`config.mk`:
```
export PLATFORM = sky130hd
export DESIGN_NAME = multi_stack_shared_store
export DESIGN_NICKNAME = d
export VERILOG_FILES = /design/src/rtl/mss_pkg.sv /design/src/rtl/multi_stack_shared_store.sv
export SDC_FILE = /design/constraint.sdc
export NUM_CORES = 2
export LEC_CHECK = 0
export ABC_AREA = 1
export BUFFER_PORTS_ARGS = -buffer_cell sky130_fd_sc_hd__buf_2
export CELL_PAD_IN_SITES_DETAIL_PLACEMENT = 0
export CELL_PAD_IN_SITES_GLOBAL_PLACEMENT = 1
export CORE_MARGIN = 2
export CORE_UTILIZATION = 45
export DETAILED_ROUTE_END_ITERATION = 10
export PLACE_DENSITY = 0.75
export REMOVE_ABC_BUFFERS = 1
export SYNTH_ARGS = -nofsm -noshare
export SYNTH_HDL_FRONTEND = slang
export SYNTH_SLANG_ARGS = --single-unit
export TNS_END_PERCENT = 1
```
`constraint.sdc`:
```
create_clock -name clock -period 4.56 [get_ports clock]
set_input_delay 0.456 -clock clock [delete_from_list [all_inputs] [get_ports clock]]
set_output_delay 0.456 -clock clock [all_outputs]
set_load 0.02 [all_outputs]
```
`src/rtl/mss_pkg.sv`:
```
package mss_pkg;

   localparam int NUM_STACKS_DEF = 8;
   localparam int CAPACITY_DEF   = 64;

   localparam int STACK_W     = 3;
   localparam int VALUE_W     = 32;
   localparam int STATUS_W    = 2;
   localparam int REQ_TDATA_W = 40;
   localparam int RSP_TDATA_W = 40;

   typedef enum logic {
      OP_PUSH = 1'b0,
      OP_POP  = 1'b1
   } op_type;

   typedef enum logic [STATUS_W-1:0] {
      ST_OK    = 2'd0,
      ST_FULL  = 2'd1,
      ST_EMPTY = 2'd2
   } status_type;

endpackage

```
`src/rtl/multi_stack_shared_store.sv`:
```
// NUM_STACKS LIFO stacks share one store of CAPACITY slots; unused slots form a linked free
// list, and slots never yet handed out are tracked by a fill count instead of a clearing pass,
// so the block takes items right after reset. Each request (tuser 0 push, 1 pop) gives one
// response with a status (done, push refused because the store is full or the stack number is
// out of range, pop refused because the stack is empty or out of range) and the popped value.
// A push reads the stack top and the free-list link in parallel from the top memory and the
// slot memory, then writes them back. A pop goes on to S_POP, since its slot read
// in the slot memory can only start once the stack top has come out of the top memory. A
// refused pop ends in S_LOOK. A finished response waits in the output register while the next
// request is taken; an item stalls only when a new response is due and the old one is unread.
module multi_stack_shared_store
   import mss_pkg::*;
#(
   parameter int NUM_STACKS = NUM_STACKS_DEF,
   parameter int CAPACITY   = CAPACITY_DEF
) (
   input  logic                   clock,
   input  logic                   reset,
   input  logic                   req_tvalid,
   output logic                   req_tready,
   input  logic [REQ_TDATA_W-1:0] req_tdata,  // [2:0] stack_number, [34:3] push_value
   input  logic                   req_tuser,  // [0] operation
   output logic                   rsp_tvalid,
   input  logic                   rsp_tready,
   output logic [RSP_TDATA_W-1:0] rsp_tdata   // [1:0] status, [33:2] pop_value
);

   localparam int AW = (CAPACITY > 1) ? $clog2(CAPACITY) : 1;
   localparam int PW = $clog2(CAPACITY + 1);
   localparam int TW = (NUM_STACKS > 1) ? $clog2(NUM_STACKS) : 1;
   localparam int SW = PW + VALUE_W;
   localparam logic [PW-1:0] NULL_PTR = PW'(CAPACITY);

   typedef enum logic [1:0] {
      S_IDLE,
      S_LOOK,
      S_POP
   } state_type;

   logic [SW-1:0]         slot_mem [CAPACITY];
   logic [PW-1:0]         tops_mem [NUM_STACKS];

   state_type             state_ff, state_in;
   logic [NUM_STACKS-1:0] tops_vld_ff, tops_vld_in;
   logic [PW-1:0]         free_head_ff, free_head_in;
   logic [PW-1:0]         fresh_ff, fresh_in;
   logic                  rsp_tvalid_ff, rsp_tvalid_in;
   status_type            rsp_status_ff, rsp_status_in;
   logic [VALUE_W-1:0]    rsp_value_ff, rsp_value_in;

   op_type                op_ff;
   logic [STACK_W-1:0]    sn_ff;
   logic [VALUE_W-1:0]    val_ff;
   logic [SW-1:0]         slot_rd_ff;
   logic [PW-1:0]         top_rd_ff;

   logic [STACK_W-1:0]    req_sn;
   logic [VALUE_W-1:0]    req_val;
   logic [STACK_W+TW-1:0] req_sn_ext, sn_ext;
   logic [TW-1:0]         req_idx, idx;
   logic                  accept, out_free, sn_ok, has_free, has_top, fresh_slot;
   logic [PW-1:0]         top_ptr, next_free, slot_link;
   logic                  finish, do_push, do_pop;
   logic                  slot_rd_en, slot_wr_en, tops_wr_en;
   logic [AW-1:0]         slot_rd_addr, slot_wr_addr;
   logic [SW-1:0]         slot_wr_data;
   logic [PW-1:0]         tops_wr_data;

   assign req_sn     = req_tdata[STACK_W-1:0];
   assign req_val    = req_tdata[STACK_W+VALUE_W-1:STACK_W];
   assign req_sn_ext = {TW'(0), req_sn};
   assign req_idx    = req_sn_ext[TW-1:0];
   assign sn_ext     = {TW'(0), sn_ff};
   assign idx        = sn_ext[TW-1:0];

   assign req_tready = (state_ff == S_IDLE) && !reset;
   assign accept     = req_tvalid && req_tready;
   assign out_free   = !rsp_tvalid_ff || rsp_tready;

   assign sn_ok      = int'(sn_ff) < NUM_STACKS;
   assign top_ptr    = tops_vld_ff[idx] ? top_rd_ff : NULL_PTR;
   assign has_top    = top_ptr < NULL_PTR;
   assign has_free   = free_head_ff < NULL_PTR;
   assign fresh_slot = free_head_ff == fresh_ff;
   assign slot_link  = slot_rd_ff[SW-1:VALUE_W];
   assign next_free  = fresh_slot ? PW'(fresh_ff + 1'b1) : slot_link;

   always_comb begin
      state_in   = state_ff;
      finish     = 1'b0;
      slot_rd_en = 1'b0;
      case (state_ff)
         S_IDLE: begin
            if (accept) begin
               state_in   = S_LOOK;
               slot_rd_en = 1'b1;
            end
         end
         S_LOOK: begin
            if (op_ff == OP_POP && sn_ok && has_top) begin
               state_in   = S_POP;
               slot_rd_en = 1'b1;
            end else if (out_free) begin
               state_in = S_IDLE;
               finish   = 1'b1;
            end
         end
         S_POP: begin
            if (out_free) begin
               state_in = S_IDLE;
               finish   = 1'b1;
            end
         end
         default: begin
            state_in = S_IDLE;
         end
      endcase
   end

   assign slot_rd_addr = (state_ff == S_IDLE) ? free_head_ff[AW-1:0] : top_ptr[AW-1:0];

   assign do_push = finish && (state_ff == S_LOOK) && (op_ff == OP_PUSH) && sn_ok && has_free;
   assign do_pop  = finish && (state_ff == S_POP);

   assign slot_wr_en   = do_push || do_pop;
   assign slot_wr_addr = do_push ? free_head_ff[AW-1:0] : top_ptr[AW-1:0];
   assign slot_wr_data = do_push ? {top_ptr, val_ff} : {free_head_ff, slot_rd_ff[VALUE_W-1:0]};
   assign tops_wr_en   = do_push || do_pop;
   assign tops_wr_data = do_push ? free_head_ff : slot_link;

   always_comb begin
      free_head_in  = free_head_ff;
      fresh_in      = fresh_ff;
      tops_vld_in   = tops_vld_ff;
      rsp_tvalid_in = rsp_tvalid_ff;
      rsp_status_in = rsp_status_ff;
      rsp_value_in  = rsp_value_ff;
      if (do_push) begin
         free_head_in = next_free;
         if (fresh_slot) begin
            fresh_in = PW'(fresh_ff + 1'b1);
         end
      end else if (do_pop) begin
         free_head_in = top_ptr;
      end
      if (tops_wr_en) begin
         tops_vld_in[idx] = 1'b1;
      end
      if (finish) begin
         rsp_tvalid_in = 1'b1;
         rsp_value_in  = do_pop ? slot_rd_ff[VALUE_W-1:0] : '0;
         if (do_push || do_pop) begin
            rsp_status_in = ST_OK;
         end else if (op_ff == OP_PUSH) begin
            rsp_status_in = ST_FULL;
         end else begin
            rsp_status_in = ST_EMPTY;
         end
      end else if (rsp_tready) begin
         rsp_tvalid_in = 1'b0;
      end
   end

   always_ff @(posedge clock) begin
      if (reset) begin
         state_ff      <= S_IDLE;
         free_head_ff  <= '0;
         fresh_ff      <= '0;
         tops_vld_ff   <= '0;
         rsp_tvalid_ff <= 1'b0;
         rsp_status_ff <= ST_OK;
         rsp_value_ff  <= '0;
      end else begin
         state_ff      <= state_in;
         free_head_ff  <= free_head_in;
         fresh_ff      <= fresh_in;
         tops_vld_ff   <= tops_vld_in;
         rsp_tvalid_ff <= rsp_tvalid_in;
         rsp_status_ff <= rsp_status_in;
         rsp_value_ff  <= rsp_value_in;
      end
   end

   // hold the request while it is worked on
   always_ff @(posedge clock) begin
      if (accept) begin
         op_ff  <= op_type'(req_tuser);
         sn_ff  <= req_sn;
         val_ff <= req_val;
      end
   end

   always_ff @(posedge clock) begin
      if (slot_wr_en) begin
         slot_mem[slot_wr_addr] <= slot_wr_data;
      end
      if (slot_rd_en) begin
         slot_rd_ff <= slot_mem[slot_rd_addr];
      end
   end

   always_ff @(posedge clock) begin
      if (tops_wr_en) begin
         tops_mem[idx] <= tops_wr_data;
      end
      if (accept) begin
         top_rd_ff <= tops_mem[req_idx];
      end
   end

   assign rsp_tvalid = rsp_tvalid_ff;
   assign rsp_tdata  = {(RSP_TDATA_W - VALUE_W - STATUS_W)'(0), rsp_value_ff, rsp_status_ff};

endmodule

```
== Word-level counts from Yosys, hierarchy flattened ==
Memories as Yosys holds them, arrays and structs flattened. A register that Yosys moved wholly into a read port is not among the register bits.
Index checks and enable logic that the tools add are counted.
Storage, ports and cells
  register bits after elaboration: 95
  memory bits (writable): 2552
  output and inout bits: 42
  memories: 2
Operators by class
  $add $sub $neg: 1
  order comparisons: 4
  equality and inequality tests: 4
  muxes and demuxes: 29
  bitwise operators: 2
  reductions and logical operators: 16
Memories
  slot_mem: words 64, bits a word 39, rd ports 1, clocked after memory_dff 1, wr ports 1, RTL line multi_stack_shared_store.sv:40  | logic [SW-1:0] slot_mem [CAPACITY];
  tops_mem: words 8, bits a word 7, rd ports 1, clocked after memory_dff 1, wr ports 1, RTL line multi_stack_shared_store.sv:41  | logic [PW-1:0] tops_mem [NUM_STACKS];
Operators by type and width (count)
  $mux W39: 1
  $mux W7: 5
  $mux W32: 1
  $lt A7 B7 Y1 const B: 2
  $mux W6: 2
  $mux W1: 10
  $mux W2: 5
  $logic_and A1 B1 Y1: 8
  $or A8 B8 Y8: 1
  $add A7 B1 Y7 const B: 1
  $eq A7 B7 Y1: 1
  $pmux W2 S3: 1
  $lt A3 B4 Y1 const B: 1
  $pmux W1 S2: 2
  $reduce_bool A2 Y1: 2
  $bmux W1 S3: 1
  $demux W1 S3: 1
  $ge A3 B1 Y1 const B: 1
  $eq A2 B1 Y1 const B: 1
  $eq A2 B2 Y1 const B: 1
  $logic_not A1 Y1: 2
  $logic_not A2 Y1: 1
  $logic_or A1 B1 Y1: 2
  $ne A2 B2 Y1 const B: 1
  other kinds (2): 2

== Depth between registers and ports, before layout ==
  word-level depth: 13
  depth in mapped cells: 20
  mapped depth without buffers: 18

== Worst setup path before layout ==
OpenSTA, ideal clock, no wires.
  path kind: reg2reg
  start point: register sn_ff[0] (netlist: idx[0])
  end point: memory slot_mem[0][37] in the netlist's numbering, data pin
  library setup time: 0.702 ns
  arrival time: 4.271 ns
  data required time: 3.858 ns
  slack: -0.413 ns
  stages on the path, launching flop included: 17
  path buffers: 3
  cell sequence: edfxtp_1 buf_6 inv_4 nand2_1 nand3_1 nand2_1 inv_2 nand2_8 nand2_4 nor2_4 nand2_4 nand3_4 nor2_2 nand2_1 buf_4 clkbuf_1 o21ai_0
On the way
  cells in the longest elaborated chain, start to end: 11
RTL lines
  start: declaration: RTL line multi_stack_shared_store.sv:52  | logic [STACK_W-1:0] sn_ff;
  start signal: assignment: RTL line multi_stack_shared_store.sv:188  | sn_ff <= req_sn;
  $bmux W1 S3 (*): RTL line multi_stack_shared_store.sv:81  | assign top_ptr = tops_vld_ff[idx] ? top_rd_ff : NULL_PTR;
  $mux W1 (not written as such) (*): RTL line multi_stack_shared_store.sv:81
  $mux W7 (*): RTL line multi_stack_shared_store.sv:81
  $lt A7 B7 Y1: RTL line multi_stack_shared_store.sv:82  | assign has_top = top_ptr < NULL_PTR;
  $logic_and A1 B1 Y1: RTL line multi_stack_shared_store.sv:100  | if (op_ff == OP_POP && sn_ok && has_top) begin
  $mux W1: RTL line multi_stack_shared_store.sv:100
  $pmux W1 S2: RTL line multi_stack_shared_store.sv:92  | case (state_ff)
  $logic_and A1 B1 Y1 (3 in a row): RTL line multi_stack_shared_store.sv:122  | assign do_push = finish && (state_ff == S_LOOK) && (op_ff == OP_PUSH) && sn_ok && has_free;
  $mux W39 (*): RTL line multi_stack_shared_store.sv:127  | assign slot_wr_data = do_push ? {top_ptr, val_ff} : {free_head_ff, slot_rd_ff[VALUE_W-1:0]};
  via slot_wr_data[37]: RTL line multi_stack_shared_store.sv:66  | logic [SW-1:0] slot_wr_data;
  end: declaration: RTL line multi_stack_shared_store.sv:40
The timed path passes the listed nets; every way through them passes the cells marked *. The select of a mux whose other input is x is not followed.

== Worst setup path after layout ==
  start point: register sn_ff[0] (netlist: idx[0])
  end point: memory slot_mem[3][15] in the netlist's numbering (enable)
On the way
  cells in the longest elaborated chain, start to end: 13
RTL lines
  $bmux W1 S3 (*): RTL line multi_stack_shared_store.sv:81
  $mux W1 (not written as such) (*): RTL line multi_stack_shared_store.sv:81
  $mux W7 (*): RTL line multi_stack_shared_store.sv:81
  $lt A7 B7 Y1: RTL line multi_stack_shared_store.sv:82
  $logic_and A1 B1 Y1: RTL line multi_stack_shared_store.sv:100
  $mux W1: RTL line multi_stack_shared_store.sv:100
  $pmux W1 S2: RTL line multi_stack_shared_store.sv:92
  $logic_and A1 B1 Y1 (3 in a row): RTL line multi_stack_shared_store.sv:122
  $logic_or A1 B1 Y1: RTL line multi_stack_shared_store.sv:125  | assign slot_wr_en = do_push || do_pop;
  $mux W1: RTL line multi_stack_shared_store.sv:194  | if (slot_wr_en) begin
  $mux W1 (not written as such): RTL line multi_stack_shared_store.sv:195  | slot_mem[slot_wr_addr] <= slot_wr_data;
Mark *: on every way between the ends. The rest lies on a longest branch, timed or not. The select of a mux whose other input is x is not followed.

==> reports/qor.csv <==
stage;metric;value;unit
setup_path;timing.setup.critical_path_class;reg -> reg;
setup_path;worst_path_most_repeated_cell;nor2_4;
grt;grt_usage;27.1;%
setup_path;depth_of_the_worst_register_to_register_path;16;
synthesis;most_used_standard_cells_in_the_synthesized_netlist;2645 x nand3_1, 2634 x edfxtp_1, 1978 x nand2_1;
placed_design;port_buffers;75;
synthesis;yosys.area.top_type;edfxtp_1;
placed_design;detailed_place.area;0.124;mm^2
detailed_routing;drt_iter0_markers;10700;
clocking;cts-htree-levels;5;
clocking;number_of_clock_sinks;2693;
synthesis;post-synth-top-area-fraction;67.3;%
cells_and_area;fin_nets;10900;
sta;min_period_over_period;89.8;%
clocking;cts.reportedPaths.clkPinSlew;60;ps
setup_path;critical_path.startpoint_type;flop;
die;chipHeight;515;um
grt;grt_first_pass_wirelength;526000;um
setup_path;path_depth;16;
sta;worst_slew_pin_slew;1200;ps
sta;timing.max_slew.rel_slack;19.8;%
setup_path;worstPathMaxFanout;21;
die;die_width;515;um
die;start_util;45.2;%
grt;antenna_found_initial;12;
die;boundaryPins;87;
sta;timing_hold_violations_final;0;
die;rows;187;
sta;max_freq;244;MHz
clocking;clock_tree_from_tritoncts;built;
cells_and_area;fill_cells;22400;
placed_design;place_hpwl;195000;um
power_and_ir_drop;cell_pwr_density;417;mW/mm^2
detailed_routing;viasPerCell;5.63;
detailed_routing;vias_after_detailed_routing;81400;
detailed_routing;routed_wirelength;365000;um
run_status;run_status;complete, no violations;
cells_and_area;syn_to_layout_area_delta;13.1;%
setup_path;arrival_time_of_data_at_the_critical_path_endpoint;4560;ps
synthesis;syn-cell-area;0.118;mm^2
synthesis;synth.area.top_cells;edfxtp_1 67%, nand3_1 11%, nand2_1 6.3%;
grt;via_count_of_the_first_global_routing_pass;77100;
clocking;cts_resized;0;
power_and_ir_drop;vdd.ir_drop.worst;0.301;mV
placed_design;globalplace.congestion;0.829;
grt;grt_start_max_net_pins;163;
flow_run;cap_violations;0;
synthesis;synthesis.instances;10700;
clocking;numCtsBuffers;293;
power_and_ir_drop;power.leakage;52.0;nW
grt;grt_remaining_overflow;0;
setup_path;worst_path_max_delay_cell;edfxtp_1;
synthesis;synth-async-reset-ratio;0;%
clocking;max-clock-path-buffers;4;
setup_path;crit_path_end_kind;flop;
sta;final.setup.tns;0;ps
detailed_routing;drt-wirelength-per-cell;25.3;um
detailed_routing;drcViolationCount;0;
sta;setup_viol_count_final;0;
synthesis;synth_cell_types;39;
sta;drv_slew;0;
min_path;holdPathStages;4;
min_path;hold_path_class;in -> reg;
synthesis;synth.avg_cell_area;10.9;um^2
detailed_routing;antenna_violating_nets_post_route;0;
die;core-area;0.260;mm^2
setup_path;critPathRequiredTime;5020;ps
sta;grt_setup_unrepaired;no;
setup_path;timing.critical_path.max_delay_family;simple AND/OR/NAND/NOR gates;
clocking;clock_latency;880;ps
synthesis;synth_most_common_cell;nand3_1;
synthesis;synthesis.yosys.warnings;0;
sta;final_period_minus_worst_setup_slack;4100;ps
cells_and_area;post_route_cells_drive_above_1_share;8.60;%
synthesis;synth_enable_flop_cells;2634;
setup_path;cpPeakStageDelay;540;ps
sta;finalClockSkew;48.1;ps
synthesis;synth_ff_type;edfxtp_1;
detailed_routing;drt-pass1-iter-count;9;
synthesis;synth_sequential_area_ratio;68.3;%
synthesis;synth_seq_cells;2693;
die;die_outline_area;0.265;mm^2
cells_and_area;finish.instance_area;0.133;mm^2
setup_path;cells_along_the_critical_path;inv_4, nand2_1, nand3_1, nand2_1, inv_2, nand2_8, nand2_4, nor2_4, nand2_4, nand4_2, nor2_4, o21ai_2, inv_1, nand3_2, nor2_4, buf_4;
clocking;ctsRootBufferMaster;clkbuf_16;
setup_path;worst_path_buf_inv;4;
==> logic make-up (layout without fill, tap and decap cells) <==
| family | Yosys count | after routing | synth area share, % |
|---|---|---|---|
| compound gates | 135 | 135 | 0.696 |
| simple gates | 5443 | 5443 | 22.3 |
| fa+ha+maj | 5 | 5 | 0.0532 |
| buf+inv | 2455 | 2745 | 8.53 |
| other cells | 1 | 12 | 0.00319 |
| flops | 2693 | 2693 | 68.3 |
| xor+xnor | 12 | 12 | 0.0894 |
==> worst reg2reg max path, delay by kind of cell, from the launching register on <==
kind	cells	cell delay, ps
buffers and inverters	4	950
and+or+nand+nor	11	1920
DFF	1	540
AOI/OAI and AO/OA	1	240
==> registers in the layout (all words and copies together), names as in the netlist, 2 cells and up <==
signal	flops
fresh_ff	7
free_head_ff	7
rsp_value_ff	32
val_ff	32
rsp_status_ff	2
top_rd_ff	7
idx	3
tops_vld_ff	8
tops_mem	56
slot_mem	2496
slot_rd_ff	39
state_ff	2
==> report_power, final <==
| part | switching (mW) | total (mW) | internal (mW) |
|---|---|---|---|
| Sequential | 0.0967 | 27.7 | 27.6 |
| Combinational | 3.79 | 5.16 | 1.36 |
| Clock | 9.72 | 22.5 | 12.8 |
| Total | 13.6 | 55.4 | 41.8 |
==> through the flow <==
step | utilization [%] | total power [mW] | setup WS [ps] | instances | hold slack (ps)
finish | 51.2 | 55.4 | 464 | 14400 | 98.7
global route | 51.2 | 56.9 | 317 | 14400 | 101
CTS | 51.2 | 55.6 | 533 | 14400 | 45.8
detailed placement | 47.6 | 33.3 | 576 | 13900 | 463
global placement | 47.6 | 33.2 | 539 | 13900 | 463
floorplan | - | 31.6 | -44030 | 10100 | 429
==> cell type report <==
| type | count | area, um^2 | share of cell area (%) |
|---|---|---|---|
| multi-input cells | 5601 | 27900 | 21.0 |
| flip-flops and latches | 2693 | 80300 | 60.4 |
| repair buffers | 460 | 4850 | 3.65 |
| well taps | 3402 | 4260 | 3.20 |
| diodes | 6 | 15.0 | 0.0113 |
| inverters | 1774 | 6700 | 5.04 |
| clock inverters | 150 | 1150 | 0.862 |
| clock buffers | 361 | 7760 | 5.84 |
==> timing repair <==
item                                   in CTS  in global routing
hold buffers                               36                  0
setup buffers                               0                  0
endpoints found under the hold margin      36                  0
==> final timing paths <==
check / startpoint / endpoint / slack, ps
max: idx[0] / slot_mem[3][15] / 460
min: rsp_tready / rsp_tvalid / 100
max reg2reg: idx[0] / slot_mem[3][15] / 460
min reg2reg: tops_vld_ff[0] / tops_vld_ff[0] / 470
==> placed cells by master (no fill, tap or decap), types with 59 or more instances in the layout <==
master | synthesis | routed
clkbuf_1 | 218 | 60
clkinv_1 | 2 | 73
nand3b_1 | 622 | 622
inv_1 | 1764 | 1761
clkbuf_16 | 0 | 301
nor2_4 | 3 | 68
buf_4 | 91 | 231
buf_2 | 322 | 74
nand3_1 | 2645 | 2645
buf_12 | 0 | 119
dfxtp_1 | 59 | 59
nand2_1 | 1978 | 1947
nor2_1 | 164 | 99
edfxtp_1 | 2634 | 2634
==> layer usage <==
| layer | routed length (um) | global-route usage, % | up-vias |
|---|---|---|---|
| met5 | 0 | 0 | - |
| li1 | - | - | 36500 |
| met1 | 147000 | 37.0 | 40000 |
| met4 | 17400 | 12.1 | 0 |
| met3 | 33800 | 4.09 | 813 |
| met2 | 167000 | 42.9 | 4148 |
No activity file was read; power rests on OpenSTA's default activity.
